**src/rtl/pfgb_pkg.sv**
```systemverilog
`default_nettype none
// ----------------------------------------------------------------------------
// Page framebuffer glyph blit package
// Screen geometry, command and status codes, controller states and the
// command and status bundles between the controller and the datapath.
// ----------------------------------------------------------------------------
package pfgb_pkg;

  localparam int SCREEN_COLUMNS = 128;
  localparam int SCREEN_PAGES   = 8;
  localparam int SCREEN_ROWS    = 8 * SCREEN_PAGES;
  localparam int STORE_BYTES    = SCREEN_COLUMNS * SCREEN_PAGES;
  localparam int ADDR_W         = $clog2(STORE_BYTES);

  typedef enum logic [1:0] {
    CMD_CLEAR = 2'd0,
    CMD_PLACE = 2'd1,
    CMD_BYTE  = 2'd2,
    CMD_READ  = 2'd3
  } cmd_t;

  typedef enum logic [1:0] {
    STAT_OK      = 2'd0,
    STAT_REJECT  = 2'd1,
    STAT_IGNORED = 2'd2
  } stat_t;

  typedef enum logic [2:0] {
    S_CLEAR,
    S_IDLE,
    S_MERGE_LO,
    S_MERGE_HI,
    S_DONE
  } state_t;

  typedef struct packed {
    logic accept;
    logic clr_start;
    logic clr_step;
    logic wr_lo;
    logic rd_hi;
    logic wr_hi;
    logic load_out;
  } dp_cmd_t;

  typedef struct packed {
    logic active;
    logic hi_pend;
    logic clr_last;
  } dp_stat_t;

endpackage
`default_nettype wire

```
**src/rtl/pfgb_ctrl.sv**
```systemverilog
`default_nettype none
// ----------------------------------------------------------------------------
// Glyph blit controller
// Sequences the clearing sweep, the read-modify-write of up to two store
// bytes per glyph byte and the loading of the result register.
// ----------------------------------------------------------------------------
module pfgb_ctrl (
  input  wire logic               clk,
  input  wire logic               rst_n,
  input  wire logic               in_valid,
  output logic                    in_stall,
  input  wire pfgb_pkg::cmd_t     in_command,
  output logic                    out_valid,
  input  wire logic               out_stall,
  output pfgb_pkg::dp_cmd_t       dp_cmd,
  input  wire pfgb_pkg::dp_stat_t dp_stat
);
  import pfgb_pkg::*;

  state_t state_r, state_nxt;
  logic   boot_r, boot_nxt;
  logic   out_valid_r, out_valid_nxt;
  logic   out_free;

  always_ff @(posedge clk) begin
    if (!rst_n) begin
      state_r     <= S_CLEAR;
      boot_r      <= 1'b1;
      out_valid_r <= 1'b0;
    end else begin
      state_r     <= state_nxt;
      boot_r      <= boot_nxt;
      out_valid_r <= out_valid_nxt;
    end
  end

  always_comb begin
    out_free  = !out_valid_r || !out_stall;
    state_nxt = state_r;
    boot_nxt  = boot_r;
    dp_cmd    = '0;
    unique case (state_r)
      S_IDLE: begin
        if (in_valid) begin
          dp_cmd.accept = 1'b1;
          unique case (in_command)
            CMD_CLEAR: begin
              dp_cmd.clr_start = 1'b1;
              state_nxt        = S_CLEAR;
            end
            CMD_BYTE: state_nxt = dp_stat.active ? S_MERGE_LO : S_DONE;
            default:  state_nxt = S_DONE;
          endcase
        end
      end
      S_CLEAR: begin
        dp_cmd.clr_step = 1'b1;
        if (dp_stat.clr_last) begin
          if (boot_r) begin
            boot_nxt  = 1'b0;
            state_nxt = S_IDLE;
          end else begin
            state_nxt = S_DONE;
          end
        end
      end
      S_MERGE_LO: begin
        dp_cmd.wr_lo = 1'b1;
        if (dp_stat.hi_pend) begin
          dp_cmd.rd_hi = 1'b1;
          state_nxt    = S_MERGE_HI;
        end else if (out_free) begin
          dp_cmd.load_out = 1'b1;
          state_nxt       = S_IDLE;
        end else begin
          state_nxt = S_DONE;
        end
      end
      S_MERGE_HI: begin
        dp_cmd.wr_hi = 1'b1;
        if (out_free) begin
          dp_cmd.load_out = 1'b1;
          state_nxt       = S_IDLE;
        end else begin
          state_nxt = S_DONE;
        end
      end
      S_DONE: begin
        if (out_free) begin
          dp_cmd.load_out = 1'b1;
          state_nxt       = S_IDLE;
        end
      end
      default: state_nxt = S_IDLE;
    endcase
    out_valid_nxt = dp_cmd.load_out || (out_valid_r && out_stall);
  end

  assign in_stall  = (state_r != S_IDLE);
  assign out_valid = out_valid_r;

endmodule
`default_nettype wire

```
**config.mk**
```make
export PLATFORM = sky130hd
export DESIGN_NAME = pfgb_ctrl
export DESIGN_NICKNAME = d
export VERILOG_FILES = /design/src/rtl/pfgb_pkg.sv /design/src/rtl/pfgb_ctrl.sv
export SDC_FILE = /design/constraint.sdc
export NUM_CORES = 1
export LEC_CHECK = 0
export ABC_AREA = 0
export ABC_CLOCK_PERIOD_IN_PS = 1420
export BUFFER_PORTS_ARGS = -buffer_cell sky130_fd_sc_hd__buf_4
export CAP_MARGIN = 15
export CORE_AREA = 4 4 41 43
export CTS_BUF_LIST = sky130_fd_sc_hd__clkbuf_8 sky130_fd_sc_hd__clkbuf_16
export DETAILED_ROUTE_END_ITERATION = 8
export DIE_AREA = 0 0 45 47
export PLACE_DENSITY = 0.59
export SLEW_MARGIN = 20
export SYNTH_ARGS = -nofsm -noshare
export SYNTH_HDL_FRONTEND = slang
export SYNTH_SLANG_ARGS = --single-unit
```
**constraint.sdc**
```tcl
create_clock -name clk -period 1.42 [get_ports clk]
set_clock_uncertainty 0.1 [all_clocks]
set_input_delay 0.142 -clock clk [delete_from_list [all_inputs] [get_ports clk]]
set_output_delay 0.142 -clock clk [all_outputs]
set_load 0.02 [all_outputs]
```
# Word-level counts from Yosys, hierarchy flattened

Cells that the tools add are included.

Flip-flop bits (word level): 5
Bits of input ports: 9
Output and inout bits: 9
Word-level logic and storage cells: 41

Eq/ne operators: 9
Muxes and demuxes: 19
Reduce and logical (&&, ||, !) cells: 10

Operators by type and width:

| cell                 | number |
|---|---|
| $mux W3              | 7 |
| $pmux W3 S5          | 1 |
| $eq A3 B2 Y1 const B | 2 |
| $mux W1              | 6 |
| $mux W2              | 3 |
| $ne A2 B2 Y1 const B | 3 |
| $pmux W3 S2          | 1 |
| $eq A3 B1 Y1 const B | 1 |
| $eq A3 B3 Y1 const B | 1 |
| $logic_not A3 Y1     | 1 |
| $ne A3 B1 Y1 const B | 1 |
| $reduce_and A3 Y1    | 1 |
| $eq A2 B2 Y1 const B | 1 |
| $logic_not A1 Y1     | 2 |
| $logic_not A2 Y1     | 1 |
| $logic_or A1 B1 Y1   | 2 |
| $pmux W1 S2          | 1 |
| $reduce_and A2 Y1    | 1 |
| $reduce_or A2 Y1     | 1 |
| $logic_and A1 B1 Y1  | 1 |

# Longest topological paths before layout

Depth in word-level cells: 6
Depth in mapped cells: 5
Depth with buffers taken out: 4

# Worst setup path after synthesis

OpenSTA, ideal clock, no wires.

Kind: reg2out
Start: register state_r[0]
End: output dp_cmd[5] in the netlist's numbering
Arrival: 1.567 ns
Required time: 1.178 ns
Setup slack: -0.389 ns
Cell stages (with the launch flop): 5
Buffers on the path: 0
Cells stage by stage: dfxtp_1 > inv_2 > nor3_2 > and2_1 > nor3b_1

RTL lines:

| what                   | RTL line        | source |
|---|---|---|
| start, declared        | pfgb_ctrl.sv:20 | `state_t state_r, state_nxt;` |
| start signal, assigned | pfgb_ctrl.sv:31 | `state_r <= state_nxt;` |
| end, declared          | pfgb_ctrl.sv:15 | `output pfgb_pkg::dp_cmd_t dp_cmd,` |

==> flow_metrics.py <==
metrics = {
    "cts": {
        "cts_tree": "yes",
        "clockBufferDepth": 2,
        "cts_buffers": 3,
        "h-tree-depth": 1,
        "clock_latency_ps": 220,
        "clk_pin_slew_ps": 30,
        "postCtsHoldBufs": 0,
        "clockRootBuffer": "clkbuf_8",
        "cts.sinks": 5,
    },
    "min_path": {
        "hold_class": "input port to flop",
    },
    "power_and_ir_drop": {
        "p_seq_frac": 0.274,
        "power_frac_comb": 0.315,
        "net-switching-power_mw": 0.176,
        "powerDensity_nw_per_um2": 963,
        "p_int_mw": 0.437,
        "clkPwrFrac": 0.411,
        "switching_share": 0.287,
        "ir_drop_v": 0.000546,
        "p_leak_nw": 0.289,
    },
    "synthesis": {
        "avgSynthCellArea_um2": 7.20,
        "synth_top_family_by_area": "simple AND/OR/NAND/NOR gates",
        "syn_nets": 54,
        "synth-xor-area-share": 0,
        "ys.flop_type": "dfxtp_1",
        "synth_edf_count": 0,
        "synth-simple-area-share": 0.375,
        "post_synth_inst_count": 45,
        "ys_types": 22,
        "synthMuxAreaShare": 0.0309,
        "synth_fa_ha_area_frac": 0,
        "yosysSeqAreaShare": 0.309,
        "yosys_warnings": 0,
        "synth_compound_area_frac": 0.216,
        "synthArstFlopShare": 0,
        "netlist_area_um2": 324,
        "ys_ff_latch": 5,
    },
    "timing": {
        "setup_violations": 2,
        "worst_pin_slew_ps": 247,
        "period_share": 1.05,
        "rsz0062_at_grt": "true",
        "finalSetupTns_ps": -129,
        "hold_viol_final": 0,
        "slew_headroom": 0.835,
        "final-max-slew-violation-count": 0,
        "setup_ws_ps": -74.8,
        "fin_crit_ps": 1490,
        "max_freq_mhz": 669,
    },
    "drt": {
        "viasPerCell": 4.87,
        "drtIter0Drc": 5,
        "dr.pass1.iters": 4,
        "drt_wl_total_um": 982,
        "vias": 419,
        "drc": 0,
        "wire_per_inst_um": 11.4,
        "antenna_left": 0,
    },
    "die": {
        "dieArea_um2": 2120,
        "core_um2": 1300,
        "row_count": 13,
        "die_h_um": 47,
        "initial_core_util": 0.249,
        "boundaryPins": 18,
        "die_w_um": 45,
    },
    "setup_path": {
        "crit_fanout": 4,
        "worstPathArrival_ps": 1250,
        "worstSetupPathType": "flop to output pin",
        "path_depth": 5,
        "timing.rr.start": "state_r[0]",
        "cp_cell_sequence": "inv_4 -> nor3_4 -> and2_4 -> nor3b_4 -> buf_6",
        "cpPeakStageDelay_ps": 370,
        "crit_path_start": "state_r[0]",
        "cp_data_required_time_ps": 1180,
        "critical_path.endpoint": "dp_cmd[5]",
        "r2r_end": "state_r[2]",
        "r2r_cells": 6,
        "worstSetupEndpointType": "output pin",
        "rrSetupSlack_ps": 110,
        "cp_slowest_cell": "dfxtp_4",
        "path_buf_inv": 2,
        "crit_family": "simple AND/OR/NAND/NOR gates",
        "start_kind": "flop",
    },
    "placement": {
        "dpl.hpwl_um": 769,
        "place_ws_ps": 51.4,
        "gp_congestion": 0.781,
        "io_buffers": 17,
    },
    "outcome": {
        "status": "complete, but fails checks",
        "failed_checks": "setup timing",
    },
    "layout": {
        "syn2layout_area_growth_pct": 96.5,
        "fillerInstances": 150,
        "final_common_cell": "buf_4",
        "antenna_cells": 0,
        "drive_above_1_share": 0.563,
        "final_cell_mix": "buf_4, nand2_1, inv_1",
        "nets": 81,
    },
    "global_routing": {
        "grt_max_degree": 9,
        "antenna_found_initial": 0,
        "grt_pass1_vias": 420,
        "track_usage": 0.116,
        "grt_overflow": 0,
        "grt_pass1_wl_um": 1750,
    },
    "job": {
        "maxCapViolCount": 0,
    },
}
==> power by group through the flow <==
| stage | sequential [mW] | combinational, mW | clock [mW] |
|---|---|---|---|
| 2_1_floorplan | 0.168 | 0.0880 | 0 |
| 3_3_place_gp | 0.167 | 0.161 | 0 |
| 3_5_place_dp | 0.167 | 0.160 | 0 |
| 4_1_cts | 0.169 | 0.180 | 0.263 |
| 5_1_grt | 0.170 | 0.213 | 0.273 |
| 6_report | 0.168 | 0.193 | 0.252 |
==> cell type report <==
| class | instances | area, um2 | area share |
|---|---|---|---|
| Inverter | 5 | 21.3 | 0.0334 |
| Timing Repair Buffer | 23 | 180 | 0.283 |
| Tap cell | 15 | 18.8 | 0.0295 |
| Sequential cell | 5 | 109 | 0.171 |
| Clock buffer | 3 | 41.3 | 0.0648 |
| Multi-Input combinational cell | 34 | 263 | 0.413 |
| Clock inverter | 1 | 3.75 | 0.00589 |
==> worst min-delay path by stage <==
| stage | start | to | slack (ps) | cells past startpoint |
|---|---|---|---|---|
| 2_1_floorplan | rst_n | boot_r | 100 | 1 |
| 3_3_place_gp | rst_n | boot_r | 230 | 2 |
| 3_5_place_dp | rst_n | boot_r | 240 | 2 |
| 4_1_cts | rst_n | boot_r | 4 | 2 |
| 5_1_grt | rst_n | boot_r | 20 | 2 |
| 6_report | rst_n | boot_r | 9 | 2 |
==> worst reg2reg max path, cell delays in order, from the launching register on <==
cell	delay, ps
dfxtp_4	360
inv_4	80
nor3_4	40
buf_4	130
buf_4	130
a221oi_1	270
o21ai_1	80
==> synth_stat cells, types with 2 or more instances <==
cell type | number | area, um2
nor3_1 | 2 | 10.0
dfxtp_1 | 5 | 100
nand2_1 | 7 | 26.3
nor2_1 | 4 | 15.0
a21oi_1 | 4 | 20.0
inv_1 | 3 | 11.3
a221oi_1 | 2 | 17.5
and2_1 | 2 | 12.5
inv_2 | 2 | 7.51
a211oi_1 | 2 | 15.0
==> sequential cells by signal, indices dropped and copies added (netlist names) <==
| signal | flops |
|---|---|
| out_valid | 1 |
| state_r | 3 |
| boot_r | 1 |
==> stage by stage <==
step / instances / hold slack (ps) / total power [mW] / instance area (um2) / utilization
2_1_floorplan: 45 / 104 / 0.256 / 354 / -
3_3_place_gp: 79 / 235 / 0.328 / 519 / 0.399
5_1_grt: 86 / 23.7 / 0.655 / 637 / 0.489
3_5_place_dp: 79 / 239 / 0.327 / 519 / 0.399
6_report: 86 / 8.97 / 0.614 / 637 / 0.489
4_1_cts: 85 / 4.15 / 0.612 / 619 / 0.476
==> kinds of logic after synthesis <==
group           count (synthesis)
buf+inv                         6
compound gates                 11
flops                           5
mux                             1
simple gates                   22
==> what timing repair did <==
| action | 4_1_cts | 5_1_grt |
|---|---|---|
| buffers inserted | 2 | 1 |
| resized for setup | 10 | 2 |
| setup endpoints to repair | 3 | 5 |
| pin swaps | 4 | 3 |
==> routing by layer <==
metal / vias up / global-route usage / wire (um)
met4: 0 / 0.0877 / 18
li1: 210 / - / -
met1: 189 / 0.133 / 402
met3: 2 / 0.0307 / 107
met5: - / 0 / 0
met2: 18 / 0.186 / 453
(Power assumes the default switching activity.)
